## src/rtl/core/i2c_master_register_access_macros.svh

```systemverilog
// ----------------------------------------------------------------------------
// i2c_master_register_access_macros
// Assertion macros used by the top level to check the I2C master.
// ----------------------------------------------------------------------------
`ifndef I2C_MASTER_REGISTER_ACCESS_MACROS_SVH
`define I2C_MASTER_REGISTER_ACCESS_MACROS_SVH

// same-cycle implication, checked out of reset
`define I2CM_ASSERT_IMPL(label, clk, rst_n, a, b, msg) \
  label: assert property (@(posedge clk) disable iff (!rst_n) (a) |-> (b)) else $error(msg);

// next-cycle implication, checked out of reset
`define I2CM_ASSERT_NEXT(label, clk, rst_n, a, b, msg) \
  label: assert property (@(posedge clk) disable iff (!rst_n) (a) |=> (b)) else $error(msg);

`endif

```

## src/rtl/core/i2cm_pkg.sv

```systemverilog
// ----------------------------------------------------------------------------
// i2cm_pkg
// Types, codes and reset constants shared by the I2C master modules.
// ----------------------------------------------------------------------------
package i2cm_pkg;

  // input opcodes
  localparam logic [1:0] OP_WRITE = 2'd1;
  localparam logic [1:0] OP_READ  = 2'd2;

  // configuration register indexes
  localparam logic CFG_HALF_PERIOD = 1'b0;
  localparam logic CFG_ACK_TIMEOUT = 1'b1;

  // configuration reset values
  localparam logic [15:0] HALF_PERIOD_RST = 16'd6;
  localparam logic [15:0] ACK_TIMEOUT_RST = 16'd1000;

  // default depth of the request and result queues
  localparam int QUEUE_DEPTH_DEF = 2;

  // classified request kind
  typedef enum logic [1:0] {
    CMD_TICK,
    CMD_WRITE,
    CMD_READ
  } cmd_t;

  // bus phase
  typedef enum logic [3:0] {
    PH_IDLE,
    PH_ST_HIGH,
    PH_ST_LOW,
    PH_TX_LO,
    PH_TX_HI,
    PH_ACK_LO,
    PH_ACK_HI,
    PH_RS_PREP,
    PH_RX_LO,
    PH_RX_HI,
    PH_MACK_LO,
    PH_MACK_HI,
    PH_SP_LO,
    PH_SP_HI
  } phase_t;

  // byte stage within a transaction
  typedef enum logic [1:0] {
    STG_DEV,
    STG_REG,
    STG_SECOND,
    STG_RX
  } stage_t;

  // classified request held in the request queue
  typedef struct packed {
    cmd_t       cmd;
    logic [7:0] dev_addr;
    logic [7:0] reg_addr;
    logic [7:0] write_data;
    logic [7:0] read_count;
    logic       sda_in;
  } item_t;

  // one result per request
  typedef struct packed {
    logic       scl;
    logic       sda_out;
    logic       sda_oe;
    logic       busy_res;
    logic       done_res;
    logic       error;
    logic [7:0] read_byte;
    logic       read_valid;
    logic       read_last;
  } result_t;

  // handshake between request queue and engine
  typedef struct packed {
    logic valid;
    logic pop;
  } qctl_t;

endpackage

```

## src/rtl/core/i2cm_front.sv

```systemverilog
// ----------------------------------------------------------------------------
// i2cm_front
// Accepts requests, classifies the opcode, fixes a zero read count and
// queues the request for the engine.
// ----------------------------------------------------------------------------
module i2cm_front #(
  parameter int QUEUE_DEPTH = i2cm_pkg::QUEUE_DEPTH_DEF
) (
  input  logic            clk,
  input  logic            rst_n,
  input  logic            push,
  output logic            full,
  input  logic [1:0]      opcode,
  input  logic [7:0]      dev_addr,
  input  logic [7:0]      reg_addr,
  input  logic [7:0]      write_data,
  input  logic [7:0]      read_count,
  input  logic            sda_in,
  output i2cm_pkg::item_t item,
  output i2cm_pkg::qctl_t ctl_out,
  input  logic            ctl_pop
);

  localparam int PW = (QUEUE_DEPTH > 1) ? $clog2(QUEUE_DEPTH) : 1;
  localparam int CW = $clog2(QUEUE_DEPTH + 1);
  localparam logic [PW-1:0] LAST_PTR = PW'(QUEUE_DEPTH - 1);
  localparam logic [CW-1:0] FULL_CNT = CW'(QUEUE_DEPTH);

  i2cm_pkg::item_t mem [QUEUE_DEPTH];
  i2cm_pkg::item_t cls;
  logic [PW-1:0]   wr_ptr_r, wr_ptr_nxt;
  logic [PW-1:0]   rd_ptr_r, rd_ptr_nxt;
  logic [CW-1:0]   count_r, count_nxt;
  logic            do_push, do_pop;

  // classify the request
  always_comb begin
    cls.dev_addr   = dev_addr;
    cls.reg_addr   = reg_addr;
    cls.write_data = write_data;
    cls.sda_in     = sda_in;
    cls.read_count = (read_count == 8'd0) ? 8'd1 : read_count;
    case (opcode)
      i2cm_pkg::OP_WRITE: cls.cmd = i2cm_pkg::CMD_WRITE;
      i2cm_pkg::OP_READ:  cls.cmd = i2cm_pkg::CMD_READ;
      default:            cls.cmd = i2cm_pkg::CMD_TICK;
    endcase
  end

  assign full    = (count_r == FULL_CNT);
  assign do_push = push && !full;
  assign do_pop  = ctl_pop && (count_r != '0);

  // queue pointers and fill count
  always_comb begin
    wr_ptr_nxt = wr_ptr_r;
    rd_ptr_nxt = rd_ptr_r;
    count_nxt  = count_r;
    if (do_push) begin
      wr_ptr_nxt = (wr_ptr_r == LAST_PTR) ? '0 : wr_ptr_r + 1'b1;
    end
    if (do_pop) begin
      rd_ptr_nxt = (rd_ptr_r == LAST_PTR) ? '0 : rd_ptr_r + 1'b1;
    end
    case ({do_push, do_pop})
      2'b10:   count_nxt = count_r + 1'b1;
      2'b01:   count_nxt = count_r - 1'b1;
      default: count_nxt = count_r;
    endcase
  end

  always_ff @(posedge clk) begin
    if (!rst_n) begin
      wr_ptr_r <= '0;
      rd_ptr_r <= '0;
      count_r  <= '0;
    end else begin
      wr_ptr_r <= wr_ptr_nxt;
      rd_ptr_r <= rd_ptr_nxt;
      count_r  <= count_nxt;
    end
  end

  // queue storage
  always_ff @(posedge clk) begin
    if (do_push) begin
      mem[wr_ptr_r] <= cls;
    end
  end

  assign item          = mem[rd_ptr_r];
  assign ctl_out.valid = (count_r != '0);
  assign ctl_out.pop   = do_pop;

endmodule

```

## src/rtl/core/i2cm_engine.sv

```systemverilog
// ----------------------------------------------------------------------------
// i2cm_engine
// Bus sequencer: one tick per request, drives SCL/SDA and reports
// completion, abort and received bytes.
// ----------------------------------------------------------------------------
module i2cm_engine (
  input  logic              clk,
  input  logic              rst_n,
  input  logic              cfg_we,
  input  logic              cfg_addr,
  input  logic [15:0]       cfg_wdata,
  input  i2cm_pkg::qctl_t   ctl_in,
  output logic              pop,
  input  i2cm_pkg::item_t   item,
  input  logic              res_full,
  output logic              res_push,
  output i2cm_pkg::result_t res
);

  i2cm_pkg::phase_t phase_r, phase_nxt;
  i2cm_pkg::stage_t stage_r, stage_nxt;
  logic [3:0]  bit_r, bit_nxt;
  logic [7:0]  shift_r, shift_nxt;
  logic [7:0]  left_r, left_nxt;
  logic [15:0] delay_r, delay_nxt;
  logic [15:0] wait_r, wait_nxt;
  logic [7:0]  dev_r, dev_nxt;
  logic [7:0]  reg_r, reg_nxt;
  logic [7:0]  data_r, data_nxt;
  logic        rd_r, rd_nxt;
  logic        abort_r, abort_nxt;
  logic [15:0] half_r, ackto_r;
  logic [15:0] half_eff, wait_inc;
  logic        go, done, err, rvalid, rlast;
  logic [7:0]  rbyte;
  logic        nack;

  assign go       = ctl_in.valid && !res_full;
  assign pop      = go;
  assign res_push = go;
  assign half_eff = (half_r == 16'd0) ? 16'd1 : half_r;
  assign wait_inc = (wait_r != 16'hffff) ? wait_r + 16'd1 : wait_r;

  // configuration registers
  always_ff @(posedge clk) begin
    if (!rst_n) begin
      half_r  <= i2cm_pkg::HALF_PERIOD_RST;
      ackto_r <= i2cm_pkg::ACK_TIMEOUT_RST;
    end else if (cfg_we) begin
      if (cfg_addr == i2cm_pkg::CFG_HALF_PERIOD) begin
        half_r <= cfg_wdata;
      end else begin
        ackto_r <= cfg_wdata;
      end
    end
  end

  // next state
  always_comb begin
    phase_nxt = phase_r;
    stage_nxt = stage_r;
    bit_nxt   = bit_r;
    shift_nxt = shift_r;
    left_nxt  = left_r;
    delay_nxt = delay_r;
    wait_nxt  = wait_r;
    dev_nxt   = dev_r;
    reg_nxt   = reg_r;
    data_nxt  = data_r;
    rd_nxt    = rd_r;
    abort_nxt = abort_r;
    done      = 1'b0;
    err       = 1'b0;
    rvalid    = 1'b0;
    rlast     = 1'b0;
    rbyte     = 8'd0;
    if (go) begin
      if (phase_r == i2cm_pkg::PH_IDLE) begin
        // new transaction
        if (item.cmd != i2cm_pkg::CMD_TICK) begin
          dev_nxt   = item.dev_addr;
          reg_nxt   = item.reg_addr;
          data_nxt  = item.write_data;
          left_nxt  = item.read_count;
          rd_nxt    = (item.cmd == i2cm_pkg::CMD_READ);
          stage_nxt = i2cm_pkg::STG_DEV;
          abort_nxt = 1'b0;
          shift_nxt = item.dev_addr;
          bit_nxt   = 4'd0;
          phase_nxt = i2cm_pkg::PH_ST_HIGH;
          delay_nxt = half_eff;
        end
      end else if (delay_r > 16'd1) begin
        delay_nxt = delay_r - 16'd1;
      end else begin
        delay_nxt = half_eff;
        case (phase_r)
          i2cm_pkg::PH_ST_HIGH: phase_nxt = i2cm_pkg::PH_ST_LOW;
          i2cm_pkg::PH_ST_LOW: begin
            bit_nxt   = 4'd0;
            phase_nxt = i2cm_pkg::PH_TX_LO;
          end
          i2cm_pkg::PH_TX_LO: phase_nxt = i2cm_pkg::PH_TX_HI;
          i2cm_pkg::PH_TX_HI: begin
            shift_nxt = {shift_r[6:0], 1'b0};
            bit_nxt   = bit_r + 4'd1;
            if (bit_r >= 4'd7) begin
              wait_nxt  = 16'd0;
              phase_nxt = i2cm_pkg::PH_ACK_LO;
            end else begin
              phase_nxt = i2cm_pkg::PH_TX_LO;
            end
          end
          i2cm_pkg::PH_ACK_LO: phase_nxt = i2cm_pkg::PH_ACK_HI;
          i2cm_pkg::PH_ACK_HI: begin
            // poll every tick once the high phase has run
            delay_nxt = 16'd1;
            if (!item.sda_in) begin
              delay_nxt = half_eff;
              case (stage_r)
                i2cm_pkg::STG_DEV: begin
                  stage_nxt = i2cm_pkg::STG_REG;
                  shift_nxt = reg_r;
                  bit_nxt   = 4'd0;
                  phase_nxt = i2cm_pkg::PH_TX_LO;
                end
                i2cm_pkg::STG_REG: begin
                  stage_nxt = i2cm_pkg::STG_SECOND;
                  if (rd_r) begin
                    shift_nxt = dev_r + 8'd1;
                    phase_nxt = i2cm_pkg::PH_RS_PREP;
                  end else begin
                    shift_nxt = data_r;
                    bit_nxt   = 4'd0;
                    phase_nxt = i2cm_pkg::PH_TX_LO;
                  end
                end
                i2cm_pkg::STG_SECOND: begin
                  if (rd_r) begin
                    stage_nxt = i2cm_pkg::STG_RX;
                    shift_nxt = 8'd0;
                    bit_nxt   = 4'd0;
                    phase_nxt = i2cm_pkg::PH_RX_LO;
                  end else begin
                    phase_nxt = i2cm_pkg::PH_SP_LO;
                  end
                end
                default: phase_nxt = i2cm_pkg::PH_SP_LO;
              endcase
            end else begin
              wait_nxt = wait_inc;
              if (wait_inc >= ackto_r) begin
                abort_nxt = 1'b1;
                delay_nxt = half_eff;
                phase_nxt = i2cm_pkg::PH_SP_LO;
              end
            end
          end
          i2cm_pkg::PH_RS_PREP: phase_nxt = i2cm_pkg::PH_ST_HIGH;
          i2cm_pkg::PH_RX_LO:   phase_nxt = i2cm_pkg::PH_RX_HI;
          i2cm_pkg::PH_RX_HI: begin
            shift_nxt = {shift_r[6:0], item.sda_in};
            bit_nxt   = bit_r + 4'd1;
            if (bit_r >= 4'd7) begin
              rvalid    = 1'b1;
              rbyte     = {shift_r[6:0], item.sda_in};
              rlast     = (left_r <= 8'd1);
              phase_nxt = i2cm_pkg::PH_MACK_LO;
            end else begin
              phase_nxt = i2cm_pkg::PH_RX_LO;
            end
          end
          i2cm_pkg::PH_MACK_LO: phase_nxt = i2cm_pkg::PH_MACK_HI;
          i2cm_pkg::PH_MACK_HI: begin
            if (left_r <= 8'd1) begin
              phase_nxt = i2cm_pkg::PH_SP_LO;
            end else begin
              left_nxt  = left_r - 8'd1;
              shift_nxt = 8'd0;
              bit_nxt   = 4'd0;
              phase_nxt = i2cm_pkg::PH_RX_LO;
            end
          end
          i2cm_pkg::PH_SP_LO: phase_nxt = i2cm_pkg::PH_SP_HI;
          i2cm_pkg::PH_SP_HI: begin
            phase_nxt = i2cm_pkg::PH_IDLE;
            delay_nxt = 16'd0;
            done      = 1'b1;
            err       = abort_r;
            abort_nxt = 1'b0;
          end
          default: begin
            phase_nxt = i2cm_pkg::PH_IDLE;
            delay_nxt = delay_r;
          end
        endcase
      end
    end
  end

  // line levels for the phase being entered
  always_comb begin
    nack          = (left_nxt <= 8'd1);
    res.done_res  = done;
    res.error     = err;
    res.read_byte = rbyte;
    res.read_valid = rvalid;
    res.read_last = rlast;
    res.busy_res  = (phase_nxt != i2cm_pkg::PH_IDLE);
    case (phase_nxt)
      i2cm_pkg::PH_ST_HIGH: {res.scl, res.sda_out, res.sda_oe} = 3'b111;
      i2cm_pkg::PH_ST_LOW:  {res.scl, res.sda_out, res.sda_oe} = 3'b101;
      i2cm_pkg::PH_TX_LO:   {res.scl, res.sda_out, res.sda_oe} = {1'b0, shift_nxt[7], 1'b1};
      i2cm_pkg::PH_TX_HI:   {res.scl, res.sda_out, res.sda_oe} = {1'b1, shift_nxt[7], 1'b1};
      i2cm_pkg::PH_ACK_LO:  {res.scl, res.sda_out, res.sda_oe} = 3'b010;
      i2cm_pkg::PH_ACK_HI:  {res.scl, res.sda_out, res.sda_oe} = 3'b110;
      i2cm_pkg::PH_RS_PREP: {res.scl, res.sda_out, res.sda_oe} = 3'b011;
      i2cm_pkg::PH_RX_LO:   {res.scl, res.sda_out, res.sda_oe} = 3'b010;
      i2cm_pkg::PH_RX_HI:   {res.scl, res.sda_out, res.sda_oe} = 3'b110;
      i2cm_pkg::PH_MACK_LO: {res.scl, res.sda_out, res.sda_oe} = {1'b0, nack, 1'b1};
      i2cm_pkg::PH_MACK_HI: {res.scl, res.sda_out, res.sda_oe} = {1'b1, nack, 1'b1};
      i2cm_pkg::PH_SP_LO:   {res.scl, res.sda_out, res.sda_oe} = 3'b001;
      i2cm_pkg::PH_SP_HI:   {res.scl, res.sda_out, res.sda_oe} = 3'b111;
      default:              {res.scl, res.sda_out, res.sda_oe} = 3'b110;
    endcase
  end

  // state registers
  always_ff @(posedge clk) begin
    if (!rst_n) begin
      phase_r <= i2cm_pkg::PH_IDLE;
      stage_r <= i2cm_pkg::STG_DEV;
      bit_r   <= 4'd0;
      shift_r <= 8'd0;
      left_r  <= 8'd0;
      delay_r <= 16'd0;
      wait_r  <= 16'd0;
      dev_r   <= 8'd0;
      reg_r   <= 8'd0;
      data_r  <= 8'd0;
      rd_r    <= 1'b0;
      abort_r <= 1'b0;
    end else begin
      phase_r <= phase_nxt;
      stage_r <= stage_nxt;
      bit_r   <= bit_nxt;
      shift_r <= shift_nxt;
      left_r  <= left_nxt;
      delay_r <= delay_nxt;
      wait_r  <= wait_nxt;
      dev_r   <= dev_nxt;
      reg_r   <= reg_nxt;
      data_r  <= data_nxt;
      rd_r    <= rd_nxt;
      abort_r <= abort_nxt;
    end
  end

endmodule

```

## src/rtl/core/i2cm_resq.sv

```systemverilog
// ----------------------------------------------------------------------------
// i2cm_resq
// Result queue between the engine and the result port.
// ----------------------------------------------------------------------------
module i2cm_resq #(
  parameter int QUEUE_DEPTH = i2cm_pkg::QUEUE_DEPTH_DEF
) (
  input  logic              clk,
  input  logic              rst_n,
  input  logic              push,
  input  i2cm_pkg::result_t wdata,
  output logic              full,
  input  logic              pop,
  output logic              empty,
  output i2cm_pkg::result_t rdata
);

  localparam int PW = (QUEUE_DEPTH > 1) ? $clog2(QUEUE_DEPTH) : 1;
  localparam int CW = $clog2(QUEUE_DEPTH + 1);
  localparam logic [PW-1:0] LAST_PTR = PW'(QUEUE_DEPTH - 1);
  localparam logic [CW-1:0] FULL_CNT = CW'(QUEUE_DEPTH);

  i2cm_pkg::result_t mem [QUEUE_DEPTH];
  logic [PW-1:0] wr_ptr_r, wr_ptr_nxt;
  logic [PW-1:0] rd_ptr_r, rd_ptr_nxt;
  logic [CW-1:0] count_r, count_nxt;
  logic          do_push, do_pop;

  assign full    = (count_r == FULL_CNT);
  assign empty   = (count_r == '0);
  assign do_push = push && !full;
  assign do_pop  = pop && !empty;

  // pointers and fill count
  always_comb begin
    wr_ptr_nxt = wr_ptr_r;
    rd_ptr_nxt = rd_ptr_r;
    if (do_push) begin
      wr_ptr_nxt = (wr_ptr_r == LAST_PTR) ? '0 : wr_ptr_r + 1'b1;
    end
    if (do_pop) begin
      rd_ptr_nxt = (rd_ptr_r == LAST_PTR) ? '0 : rd_ptr_r + 1'b1;
    end
    case ({do_push, do_pop})
      2'b10:   count_nxt = count_r + 1'b1;
      2'b01:   count_nxt = count_r - 1'b1;
      default: count_nxt = count_r;
    endcase
  end

  always_ff @(posedge clk) begin
    if (!rst_n) begin
      wr_ptr_r <= '0;
      rd_ptr_r <= '0;
      count_r  <= '0;
    end else begin
      wr_ptr_r <= wr_ptr_nxt;
      rd_ptr_r <= rd_ptr_nxt;
      count_r  <= count_nxt;
    end
  end

  // storage
  always_ff @(posedge clk) begin
    if (do_push) begin
      mem[wr_ptr_r] <= wdata;
    end
  end

  assign rdata = mem[rd_ptr_r];

endmodule

```

## src/rtl/core/i2c_master_register_access.sv

```systemverilog
// I2C master for single register writes and multi-byte register reads. Every
// request is one bus tick: it carries the sampled SDA level and optionally a
// write or read command, and yields exactly one result with the SCL/SDA drive
// for the next tick plus done, error and received-byte status. One request is
// taken per clock while the request queue holds one and the result queue is
// not full; each result is registered in the result queue before it shows on
// the result port. Requests and results pass through queues of QUEUE_DEPTH
// entries, so either side may stall on its own. Configuration (half period,
// ACK timeout) is to be written through cfg_* only while no transaction is in
// flight; the user must keep to this, the block itself does not enforce it.
// ----------------------------------------------------------------------------
// i2c_master_register_access
// Top level: request queue, bus sequencer and result queue.
// ----------------------------------------------------------------------------
`include "i2c_master_register_access_macros.svh"

module i2c_master_register_access #(
  parameter int QUEUE_DEPTH = i2cm_pkg::QUEUE_DEPTH_DEF
) (
  input  logic        clk,
  input  logic        rst_n,
  // configuration
  input  logic        cfg_we,
  input  logic        cfg_addr,
  input  logic [15:0] cfg_wdata,
  // requests
  input  logic        in_push,
  output logic        in_full,
  input  logic [1:0]  in_opcode,
  input  logic [7:0]  in_dev_addr,
  input  logic [7:0]  in_reg_addr,
  input  logic [7:0]  in_write_data,
  input  logic [7:0]  in_read_count,
  input  logic        in_sda_in,
  // results
  output logic        out_empty,
  input  logic        out_pop,
  output logic        out_scl,
  output logic        out_sda_out,
  output logic        out_sda_oe,
  output logic        out_busy_res,
  output logic        out_done_res,
  output logic        out_error,
  output logic [7:0]  out_read_byte,
  output logic        out_read_valid,
  output logic        out_read_last
);

  i2cm_pkg::item_t   item;
  i2cm_pkg::qctl_t   fq_ctl;
  i2cm_pkg::result_t res_w, res_r;
  logic              eng_pop, res_push, res_full;

  // request queue with classification
  i2cm_front #(
    .QUEUE_DEPTH (QUEUE_DEPTH)
  ) u_front (
    .clk        (clk),
    .rst_n      (rst_n),
    .push       (in_push),
    .full       (in_full),
    .opcode     (in_opcode),
    .dev_addr   (in_dev_addr),
    .reg_addr   (in_reg_addr),
    .write_data (in_write_data),
    .read_count (in_read_count),
    .sda_in     (in_sda_in),
    .item       (item),
    .ctl_out    (fq_ctl),
    .ctl_pop    (eng_pop)
  );

  // bus sequencer
  i2cm_engine u_engine (
    .clk       (clk),
    .rst_n     (rst_n),
    .cfg_we    (cfg_we),
    .cfg_addr  (cfg_addr),
    .cfg_wdata (cfg_wdata),
    .ctl_in    (fq_ctl),
    .pop       (eng_pop),
    .item      (item),
    .res_full  (res_full),
    .res_push  (res_push),
    .res       (res_w)
  );

  // result queue
  i2cm_resq #(
    .QUEUE_DEPTH (QUEUE_DEPTH)
  ) u_resq (
    .clk   (clk),
    .rst_n (rst_n),
    .push  (res_push),
    .wdata (res_w),
    .full  (res_full),
    .pop   (out_pop),
    .empty (out_empty),
    .rdata (res_r)
  );

  assign out_scl        = res_r.scl;
  assign out_sda_out    = res_r.sda_out;
  assign out_sda_oe     = res_r.sda_oe;
  assign out_busy_res   = res_r.busy_res;
  assign out_done_res   = res_r.done_res;
  assign out_error      = res_r.error;
  assign out_read_byte  = res_r.read_byte;
  assign out_read_valid = res_r.read_valid;
  assign out_read_last  = res_r.read_last;

  // checks
  `I2CM_ASSERT_NEXT(a_push_lands, clk, rst_n, in_push && !in_full, fq_ctl.valid, "accepted request lost")
  `I2CM_ASSERT_IMPL(a_done_not_busy, clk, rst_n, !out_empty && out_done_res, !out_busy_res, "done while busy")
  `I2CM_ASSERT_IMPL(a_error_with_done, clk, rst_n, !out_empty && out_error, out_done_res, "error without done")
  `I2CM_ASSERT_IMPL(a_released_high, clk, rst_n, !out_empty && !out_sda_oe, out_sda_out, "released SDA not high")

endmodule
```

## config.mk

```make
export PLATFORM = sky130hd
export DESIGN_NAME = i2c_master_register_access
export DESIGN_NICKNAME = d
export VERILOG_FILES = /design/src/rtl/core/i2cm_pkg.sv /design/src/rtl/core/i2cm_front.sv /design/src/rtl/core/i2cm_engine.sv /design/src/rtl/core/i2cm_resq.sv /design/src/rtl/core/i2c_master_register_access.sv
export VERILOG_INCLUDE_DIRS = /design/src /design/src/rtl/core
export SDC_FILE = /design/constraint.sdc
export NUM_CORES = 1
export LEC_CHECK = 0
export BUFFER_PORTS_ARGS = -buffer_cell sky130_fd_sc_hd__buf_2
export CAP_MARGIN = 15
export CELL_PAD_IN_SITES_DETAIL_PLACEMENT = 0
export CELL_PAD_IN_SITES_GLOBAL_PLACEMENT = 1
export CORE_MARGIN = 2
export CORE_UTILIZATION = 28
export CTS_CLUSTER_DIAMETER = 50
export DETAILED_ROUTE_END_ITERATION = 7
export GPL_TIMING_DRIVEN = 0
export HOLD_SLACK_MARGIN = 0.1
export PLACE_DENSITY = 0.55
export REMOVE_ABC_BUFFERS = 1
export SYNTH_ARGS = -nofsm -noshare
export SYNTH_HDL_FRONTEND = slang
export SYNTH_SLANG_ARGS = --single-unit
```

## constraint.sdc

```tcl
create_clock -name clk -period 4.9 [get_ports clk]
set_clock_uncertainty 0.15 [all_clocks]
set_input_delay 0.245 -clock clk [delete_from_list [all_inputs] [get_ports clk]]
set_output_delay 0.245 -clock clk [all_outputs]
set_load 0.005 [all_outputs]
```

Word-level counts from Yosys, hierarchy flattened --
Memories as Yosys holds them, arrays and structs flattened. A register that Yosys moved wholly into a read port is not among the register bits. Cells that the tools add are included.
Storage, ports and cells: bits in latches 0, memories kept 2, output and inout bits 18, bits in read-only memories 0, register bits after elaboration 124, bits in writable memories 102
Cells by class: equal/unequal tests 49, reduce and logical (&&, ||, !) cells 38, multiplexer cells 102, bitwise operators 3, $mul 0, shift operators 0, div/mod/pow operators 0, magnitude comparators 5, add/sub/neg operators 13
Memory list:
- u_front.mem | words 2, width 35, read ports 1, clocked after memory_dff 1, write ports 1, RTL line i2cm_front.sv:29 | i2cm_pkg::item_t mem [QUEUE_DEPTH];
- u_resq.mem | words 2, width 16, read ports 1, clocked after memory_dff 1, write ports 1, RTL line i2cm_resq.sv:23 | i2cm_pkg::result_t mem [QUEUE_DEPTH];
Operator list (number):
- $mux 8 | 20
- $mux 16 | 9
- $mux 4 | 13
- $pmux 16 s3 | 1
- $pmux 4 s12 | 1
- $eq 4x4->1 const B | 11
- $mux 1 | 35
- $pmux 16 s2 | 1
- $pmux 8 s4 | 1
- $eq 4x3->1 const B | 7
- $pmux 3 s9 | 1
- $pmux 4 s3 | 2
- $pmux 8 s3 | 1
- $add 16x1->16 const B | 1
- $eq 4x2->1 const B | 4
- $ge 16x16->1 | 1
- $gt 16x1->1 const B | 1
- $le 8x1->1 const B | 2
- $logic_not 16->1 | 1
- $ne 16x16->1 const B | 1
- $pmux 4 s4 | 1
- $sub 16x1->16 const B | 1
- $reduce_bool 5->1 | 3
- $eq 2x2->1 const B | 7
- other kinds (39) | 84

Logic depth before layout (Yosys ltp) --
Gate-level depths: netlist of run 1.
word-level depth 12, gate-level depth with buffers 17

Modules after synthesis --
Synthesis of run 1 repeated with hierarchy kept, for this count alone.
Unflattened totals: cells, all modules 1156, area total of the unflattened synthesis 11099.4 um2
By module, submodules not included:
- i2cm_engine | area each 6891.6 um2, sequential area each 2322.2 um2, times used 1, cells each 932
- i2cm_front | area each 2820.2 um2, sequential area each 2202.1 um2, times used 1, cells each 148
- i2cm_resq | area each 1387.6 um2, sequential area each 1061.0 um2, times used 1, cells each 76

Worst setup path before layout of run 1 --
OpenSTA, ideal clock, no wires.
kind register to register, start point register u_engine.wait_r[0], end point memory u_resq.mem[0][14] (netlist bit), data pin, data required time 4.490 ns, path buffers 0, path slack 0.786 ns, library setup time 0.260 ns, data arrival time 3.704 ns, stages on the path, launching flop included 16, path through dfxtp_1 ha_1 nand2_1 nor4b_1 and2_1 a21oi_1 and3_1 xor2_1 ha_1 nor2_1 nor4b_1 a21oi_1 o41ai_4 o211ai_1 a32oi_1 nor2_1
RTL lines:
- start, declared | RTL line i2cm_engine.sv:26 | logic [15:0] wait_r, wait_nxt;
- start signal, assigned | RTL line i2cm_engine.sv:250 | wait_r <= wait_nxt;
- end, declared | RTL line i2cm_resq.sv:23

==> metrics.md, run 1 <==
| Metric | Value |
|---|---|
| Worst-skew pair later-pin latency | around 0.57 ns |
| DR top layer | met4 |
| Initial Utilization | between 20 and 30% |
| CP bufs+invs | 0 |
| Initial antenna violation count | 0 |
| DR vias | between 8000 and 9000 |
| Total congestion overflow | 0 |
| GP Congestion | about 0.8 |
| Root Buffer | clkbuf_16 |
| Core area | slightly below 40000 um2 |
| DR WL/cell | ~17 um |
| CP endpoint kind | flip-flop |
| Vias in the first global route | 8640 |
| Iteration-0 DRC count of the detailed router | 466 |
| CTS tree | yes |
| Power density cells | about 540 nW/um2 |
| Status | completed |
| EDFF count, synth | just over 100 |
| Hold_ws | 0.133 ns |
| Die height | a little over 200 um |
| Number of nets in the final layout | about 1300 |
| Crit Path Class | reg2reg |
| Crit path max fanout | 6 |
| Setup violators final | 0 |
| Critical path launch point type | flip-flop |
| Met3 wire length | ~1000 um |
| Ys Warns | 0 |
| Met1 wire length | ~15000 um |
| ANT cells | 0 |
| Max_slew headroom | approximately 25% |
| Clock tree buffer depth | 3 |
| GRT Util Overall | roughly 15% |
| Most instantiated library cell after synthesis | nor2_1 |
| Logic pwr share | ~33% |
| Worst EP required | roughly 5.1 ns |
| Drt drc | 0 |
| Main flop type after synthesis | dfxtp_1 |
| DR WL met2 | between 10000 and 15000 um |
| Avg Cell Area, Syn | roughly 9.7 um2 |
| Slowest stage cell, crit path | dfxtp_1 |
| Final Max Tran Viols | 0 |
| PnR Total Power | approximately 7.4 mW |
| Peak VDD IR | 0.268 mV |
| Clk pwr share | between 20% and 30% |
| Crit share post-route | between 90 and 100% |
| Routed Antenna Nets | 0 |
| Final wirelength | a little over 30000 um |
| RSZ-0062 raised after global routing | no |
| Crit-path max cell delay | between 0.4 and 0.5 ns |
| Area leader, netlist | edfxtp_1 |
| R2r setup slk | about 0.35 ns |
| Post-route minimum period | 4.55 ns |
| Die area | just over 40000 um2 |
| Post-synth ARST share | 0% |
| Via-to-Cell Ratio | a little under 5 |
| Synth unique cells | 80 |
| Sequential Power Share | between 30% and 40% |
| First-pass GRT wire length | 48700 um |
| Synth top cells by count | nor2_1 (128), dfxtp_1 (126), nand2_1 (121) |
| Row count | 72 |
| Synth Register Bits | between 200 and 250 |
| Dominant cells by area after synthesis | edfxtp_1 (28%), dfxtp_1 (23%), nor2_1 (4.4%) |
| Max frequency | 0.220 GHz |
| Crit path cell chain | ha_1 > nand2_1 > nor4b_4 > and2_1 > a21oi_1 > and3_1 > xor2_1 > ha_1 > a21o_1 > a211oi_1 > o31ai_2 > a21oi_2 > o211a_1 > nand3_1 > o221ai_1 > nor2_1 |
| NetSw | approximately 2.7 mW |
| Worst Max-Slew Pin Slew | 1.13 ns |
| Chip width | 202 um |
| Largest net degree at the start of global routing | 52 |
| Synth top area share | ~28% |
| Most frequent CP cell | ha_1 |
| HP Class | in2reg |
| Synthesized area | between 10000 and 15000 um2 |
| Clk sinks | 228 |
| Number of CTS-inserted buffers | 31 |
| Leak Pwr | slightly below 5 nW |
| Post-DP HPWL | 21200 um |
| Final Hold Fails | 0 |
| Clock-pin slew on the worst setup and hold paths | 0.06 ns |
| Num ports | 75 |
| Pint | between 4 and 5 mW |
| Worst endpoint data arrival time | 4.71 ns |
| H-tree levels | 1 |
| Placed cell area | ~12000 um2 |
| Max Cap Viol | 0 |
| Synth Instances | 1142 |
| Seq/Total Area, Yosys | between 50% and 60% |
| Fin area | approximately 14000 um2 |
| DRT Pass-1 Iters | 5 |
| Fraction of layout cells with a size suffix above 1 | between 15 and 20% |
| Area Growth Syn to Fin | 23.6% |
| Sw frac | between 30% and 40% |
| Crit path max-delay family | compound AO/OA/AOI/OAI gates |
| PortBufs | 74 |
==> power by group through the flow <==
stage	clock [mW]	sequential [mW]	combinational [mW]
after global routing	2.35	2.82	2.70
after floorplan	0	2.70	1.59
after global placement	0	2.83	2.27
final	2.20	2.76	2.41
after CTS	2.27	2.76	2.44
after detailed placement	0	2.80	2.39
==> placed cells by master, fill, tap and decap left out, drive strengths merged, types with 4 or more instances in the layout <==
cell,count
a211oi,35
a21o,5
a21oi,89
a221oi,4
a22oi,16
a31oi,9
a32oi,5
a41oi,4
and2,18
and3,9
buf,85
clkbuf,40
clkinv,6
clkinvlp,4
dfxtp,126
dlygate4sd3,59
edfxtp,102
ha,30
inv,37
mux2,21
mux2i,33
nand2,122
nand2b,7
nand3,31
nand3b,11
nand4,6
nor2,129
nor2b,10
nor3,16
nor4,18
o211ai,15
o21a,4
o21ai,64
o31ai,9
or2,6
or3,17
xnor2,15
xor2,14
==> layer usage <==
metal,vias to the layer above,global-route usage [%]
met5,-,0
met4,0,4.72
met3,51,2.37
met2,129,24.2
met1,4131,20.5
li1,4426,-
==> cells by family after synthesis <==
| family | Yosys count | synth area share (%) |
|---|---|---|
| compound gates | 290 | 17.0 |
| xor+xnor | 29 | 2.30 |
| fa+ha+maj | 30 | 3.40 |
| buf+inv | 97 | 3.32 |
| flops | 228 | 50.7 |
| mux | 54 | 5.14 |
| simple gates | 414 | 18.2 |
==> stage by stage <==
| stage | setup slack, ns | utilization, % | TNS (ns) | instances |
|---|---|---|---|---|
| 3_5_place_dp | -0.333 | 30.9 | -2.10 | 1676 |
| 4_1_cts | 0.0742 | 35.1 | 0 | 1794 |
| 2_1_floorplan | 0.121 | - | 0 | 1076 |
| 5_1_grt | 0.0109 | 35.2 | 0 | 1796 |
| 3_3_place_gp | -2.62 | 30.4 | -46.77 | 1668 |
| 6_report | 0.349 | 35.2 | 0 | 1796 |
==> repair_timing <==
action                                  in CTS  in global routing
pin swaps                                    1                  0
gates resized for setup                      2                  4
buffers inserted                             2                  0
endpoints found under the setup margin      16                 20
hold buffers                                59                  0
endpoints found under the hold margin      110                  0
==> cell type report <==
cell class / instances / area (um2)
fill: 4002 / 25100
sequential: 228 / 5590
multi-input combinational: 817 / 5130
timing repair buffer: 145 / 1130
clock buffer: 39 / 830
tap: 518 / 648
clock inverter: 18 / 186
inverter: 31 / 119
==> worst register-to-register path, delay by kind of cell (launching register included) <==
kind | cells | cell delay, ns
fa+ha+maj | 2 | 0.64
simple gates | 6 | 1.26
compound gates | 7 | 1.68
xor+xnor | 1 | 0.17
flops | 1 | 0.41
==> flip-flops by register name (all words and copies together), names as in the netlist, 2 cells and up, named ones only <==
register          cells
u_engine.left_r       8
u_resq.count_r        2
u_engine.stage_r      2
u_engine.dev_r        8
u_engine.half_r      16
u_engine.shift_r      8
u_engine.reg_r        8
u_resq.mem           32
u_engine.data_r       8
u_engine.wait_r      16
u_engine.delay_r     16
u_engine.bit_r        4
u_engine.ackto_r     16
u_engine.phase_r      4
u_front.count_r       2
u_front.mem          70
==> final timing paths <==
| kind | end | cells past startpoint | start |
|---|---|---|---|
| worst max-delay path | u_resq.mem[0][14]$_DFFE_PP_ | 16 | u_engine.wait_r[0]$_SDFFE_PN0P_ |
| worst min-delay path | u_engine.ackto_r[11]$_SDFFE_PN0P_ | 4 | cfg_we |
| worst max register to register | u_resq.mem[0][14]$_DFFE_PP_ | 16 | u_engine.wait_r[0]$_SDFFE_PN0P_ |
| worst min register to register | u_engine.ackto_r[13]$_SDFFE_PN0P_ | 2 | u_engine.ackto_r[13]$_SDFFE_PN0P_ |
Power figures use the tool's default switching activity.
==> run 2, diff against run 1 <==
--- a/config.mk
+++ b/config.mk
@@ -7,4 +7,5 @@
 export NUM_CORES = 1
 export LEC_CHECK = 0
+export ABC_AREA = 1
 export BUFFER_PORTS_ARGS = -buffer_cell sky130_fd_sc_hd__buf_2
 export CAP_MARGIN = 15
@@ -15,7 +16,8 @@
 export CTS_CLUSTER_DIAMETER = 50
 export DETAILED_ROUTE_END_ITERATION = 7
+export GPL_ROUTABILITY_DRIVEN = 0
 export GPL_TIMING_DRIVEN = 0
 export HOLD_SLACK_MARGIN = 0.1
-export PLACE_DENSITY = 0.55
+export PLACE_DENSITY = 0.56
 export REMOVE_ABC_BUFFERS = 1
 export SYNTH_ARGS = -nofsm -noshare
==> constraint.sdc (replaced) <==
create_clock -name clk -period 4.9 [get_ports clk]
set_clock_uncertainty 0.15 [all_clocks]
set_input_delay 0.735 -clock clk [delete_from_list [all_inputs] [get_ports clk]]
set_output_delay 0.735 -clock clk [all_outputs]
set_load 0.005 [all_outputs]
==> metrics.md, run 2 <==
| Metric | Value |
|---|---|
| Status | completed |
| Core area | 40600 um2 (+4.9%) |
| First-pass GRT wire length | 48400 um (-0.55%) |
| H-tree levels | 2 (+1) |
| Biggest register | u_front.mem |
| Largest net degree at the start of global routing | 85 (+63%) |
| Clock tree buffer depth | 3 (unchanged) |
| Peak VDD IR | 0.313 mV (+17%) |
| Clock-pin slew on the worst setup and hold paths | 0.06 ns (about the same) |
| CP bufs+invs | 1 (+1) |
| HP Class | in2reg |
| Crit Path Class | reg2reg |
| DRT Pass-1 Iters | 5 (unchanged) |
| Power density cells | 610 nW/um2 (+13%) |
| Die area | 42600 um2 (+3.9%) |
| Most frequent cells in the layout | nand2_1 (291), inv_1 (136), dfxtp_1 (125), a21oi_1 (122), nor2_1 (111) |
| Worst Hold End | u_front.mem[0][17]$_DFFE_PP_ |
| Biggest regs | u_front.mem x70, u_resq.mem x32 |
| Critical path startpoint | u_engine.wait_r[0]$_SDFFE_PN0P_ |
| Post-synth ARST share | 0% (unchanged) |
| Worst-skew pair later-pin latency | 0.52 ns (-0.05 ns) |
| Max_slew headroom | 36.0% (+11 points) |
| GRT Util Overall | 14.6% (-0.35 points) |
| Critical R2R Launch | u_engine.wait_r[0]$_SDFFE_PN0P_ |
| Worst endpoint data arrival time | 4.35 ns (-0.36 ns) |
| Post-DP HPWL | 21200 um (-0.33%) |
| DR WL/cell | 15.2 um (-11%) |
| Post-CTS setup buffers | 0 (-2) |
| Final wirelength | 30200 um (-1.3%) |
| Crit share post-route | 86.5% (-6.4 points) |
| Avg Cell Area, Syn | 8.39 um2 (-13%) |
| Largest register FFs | 70 (unchanged) |
| Crit-path max cell delay | 0.40 ns (about the same) |
| Seq/Total Area, Yosys | 48.7% (-1.9 points) |
| Die height | 206 um (+1.9%) |
| Synth top area share | 26.7% (-1.1 points) |
| Most frequent CP cell | nand2_1 |
| Main flop type after synthesis | dfxtp_1 |
| DR vias | 9027 (+3.3%) |
| Total congestion overflow | 0 (unchanged) |
| Post-route minimum period | 4.24 ns (-0.313 ns) |
| Crit path max fanout | 5 (-1) |
| ANT cells | 0 (unchanged) |
| Dpl ws | 0.595 ns (+0.928 ns) |
| Chip width | 206 um (+1.9%) |
| Critical path launch point type | flip-flop |
| Fraction of layout cells with a size suffix above 1 | 16.2% (+1.1 points) |
| Worst Max-Slew Pin Slew | 0.953 ns (-0.174 ns) |
| Synthesized area | 11500 um2 (+4.0%) |
| Area leader, netlist | edfxtp_1 |
| Slack of the critical path | 0.661 ns (+0.313 ns) |
| Synth Instances | 1366 (+20%) |
| Commonest non-fill, non-tap cell in the layout | nand2_1 |
| RSZ-0062 raised after global routing | no |
| EDFF count, synth | 102 (unchanged) |
| Initial Utilization | 28.2% (-0.26 points) |
| Area Growth Syn to Fin | 17.7% |
| Reg2Reg Depth | 23 (+7) |
| Number of nets in the final layout | 1515 (+13%) |
| Leak Pwr | 5.45 nW (+10%) |
| Setup violators final | 0 (unchanged) |
| Final Hold Fails | 0 (unchanged) |
| Synth top cells by count | nand2_1 (291), inv_1 (137), dfxtp_1 (126) |
| Root Buffer | clkbuf_16 |
| Worst EP required | 5.01 ns (-0.05 ns) |
| Crit path cell chain | ha_1 > nand2_1 > nor2_1 > nand2_1 > nor4_4 > nor3_1 > nand2_1 > xor2_1 > ha_1 > a21oi_1 > o21ai_0 > a21oi_1 > nand2_1 > nand2_1 > nand2_1 > nand2_1 > nand2_1 > nand2_2 > inv_1 > nand3_2 > nand2_1 > nor3_1 > nand2_1 |
| CP endpoint kind | flip-flop |
| Post-CTS Hold Fix Bufs | 0 (-100%) |
| PnR Total Power | 8.24 mW (+12%) |
| Synth Register Bits | 228 (unchanged) |
| Max Cap Viol | 0 (unchanged) |
| Clk sinks | 228 (unchanged) |
| R2r setup slk | 0.66 ns (+0.31 ns) |
| Num ports | 75 (unchanged) |
| Iteration-0 DRC count of the detailed router | 372 (-20%) |
| Worst hold path depth | 1 (-3) |
| Number of CTS-inserted buffers | 35 (+13%) |
| Routed Antenna Nets | 0 (unchanged) |
| Row count | 74 (+2.8%) |
| Slowest stage cell, crit path | dfxtp_1 |
| Synth unique cells | 61 (-24%) |
| Initial antenna violation count | 0 (unchanged) |
| Resized Gates After CTS | 0 (-2) |
| Vias in the first global route | 8821 (+2.1%) |
| PortBufs | 74 (unchanged) |
| Ys Warns | 0 (unchanged) |
| Number of cells on the critical path | 23 (+7) |
| Dominant cells by area after synthesis | edfxtp_1 (27%), dfxtp_1 (22%), nand2_1 (9.5%) |
| R2R Path End | u_resq.mem[1][15]$_DFFE_PP_ |
| Most instantiated library cell after synthesis | nand2_1 |
| Drt drc | 0 (unchanged) |
| HP Start | in_reg_addr[0] |
| Via-to-Cell Ratio | 4.55 (-6.5%) |
| Final Max Tran Viols | 0 (unchanged) |
| Max frequency | 0.236 GHz (+7.4%) |
| Crit path max-delay family | simple AND/OR/NAND/NOR gates |
| CTS tree | yes |
-- run 2: cell types whose count changed after synthesis, moves of 14 or more --
| cell | delta |
|---|---|
| o21ai_1 | +14 |
| inv_1 | +108 |
| o21ai_0 | +41 |
| clkbuf_1 | -23 |
| or3_1 | -14 |
| nand2_1 | +170 |
| a21oi_1 | +33 |
| a211oi_1 | -32 |
| and2_1 | -16 |
| mux2i_1 | -29 |
-- run 2: kinds of logic after synthesis --
kind of cell / after synthesis / share of synthesized area, %
adder cells (fa/ha/maj): 30 / 3.27
AND/OR/NAND/NOR: 548 / 22.0
AO/OA/AOI/OAI: 303 / 14.7
multiplexers: 20 / 1.92
XOR/XNOR: 28 / 2.14
buffers and inverters: 209 / 7.30
flip-flops: 228 / 48.7
-- run 2: cell type report --
type                       instances  area, um2
clock buffer                      40        905
clock inverter                    22        231
fill                            4268      27200
inverter                         157        602
multi-input combinational        929       5070
sequential                       228       5590
tap                              532        666
timing repair buffer              77        433
-- run 2: worst reg2reg max path, cell delays in order, from the launching register on --
cell	delay, ns
dfxtp_1	0.40
ha_1	0.22
nand2_1	0.09
nor2_1	0.21
nand2_1	0.20
nor4_4	0.33
nor3_1	0.11
nand2_1	0.09
xor2_1	0.26
ha_1	0.31
a21oi_1	0.16
o21ai_0	0.12
a21oi_1	0.25
nand2_1	0.15
nand2_1	0.10
nand2_1	0.05
nand2_1	0.05
nand2_1	0.10
nand2_2	0.13
inv_1	0.09
nand3_2	0.09
nand2_1	0.07
nor3_1	0.15
nand2_1	0.10
-- run 2: worst max path at each step --
stage,slack (ns),endpoint
floorplan,1.24,u_resq.mem[0][14]$_DFFE_PP_
global placement,-0.71,u_resq.mem[0][14]$_DFFE_PP_
detailed placement,0.59,u_engine.delay_r[15]$_SDFFE_PN0P_
CTS,0.55,u_engine.delay_r[15]$_SDFFE_PN0P_
global route,0.15,u_engine.delay_r[15]$_SDFFE_PN0P_
finish,0.66,u_resq.mem[1][15]$_DFFE_PP_
-- run 2: layer usage --
| layer | share of wire (%) | GRT usage (%) |
|---|---|---|
| met5 | 0 | 0 |
| met3 | 3.6 | 2.71 |
| met2 | 46 | 24.1 |
| met4 | 1.5 | 3.67 |
| met1 | 49 | 19.7 |
-- run 2: where the power goes --
group,internal [mW],switching [mW]
combinational,0.949,2.01
clock,1.51,0.946
sequential,2.49,0.335
total,4.95,3.29
-- run 2: per-stage QoR --
stage	utilization, %	TNS [ns]	instance area, um2	cells	hold slack [ns]
final	33.2	0	13500	1985	0.248
after detailed placement	30.4	0	12400	1923	0.294
after global routing	33.2	0	13500	1985	0.226
after global placement	30.2	-6.55	12300	1920	0.284
after floorplan	-	0	11200	1314	0.275
after CTS	33.2	0	13500	1985	0.216
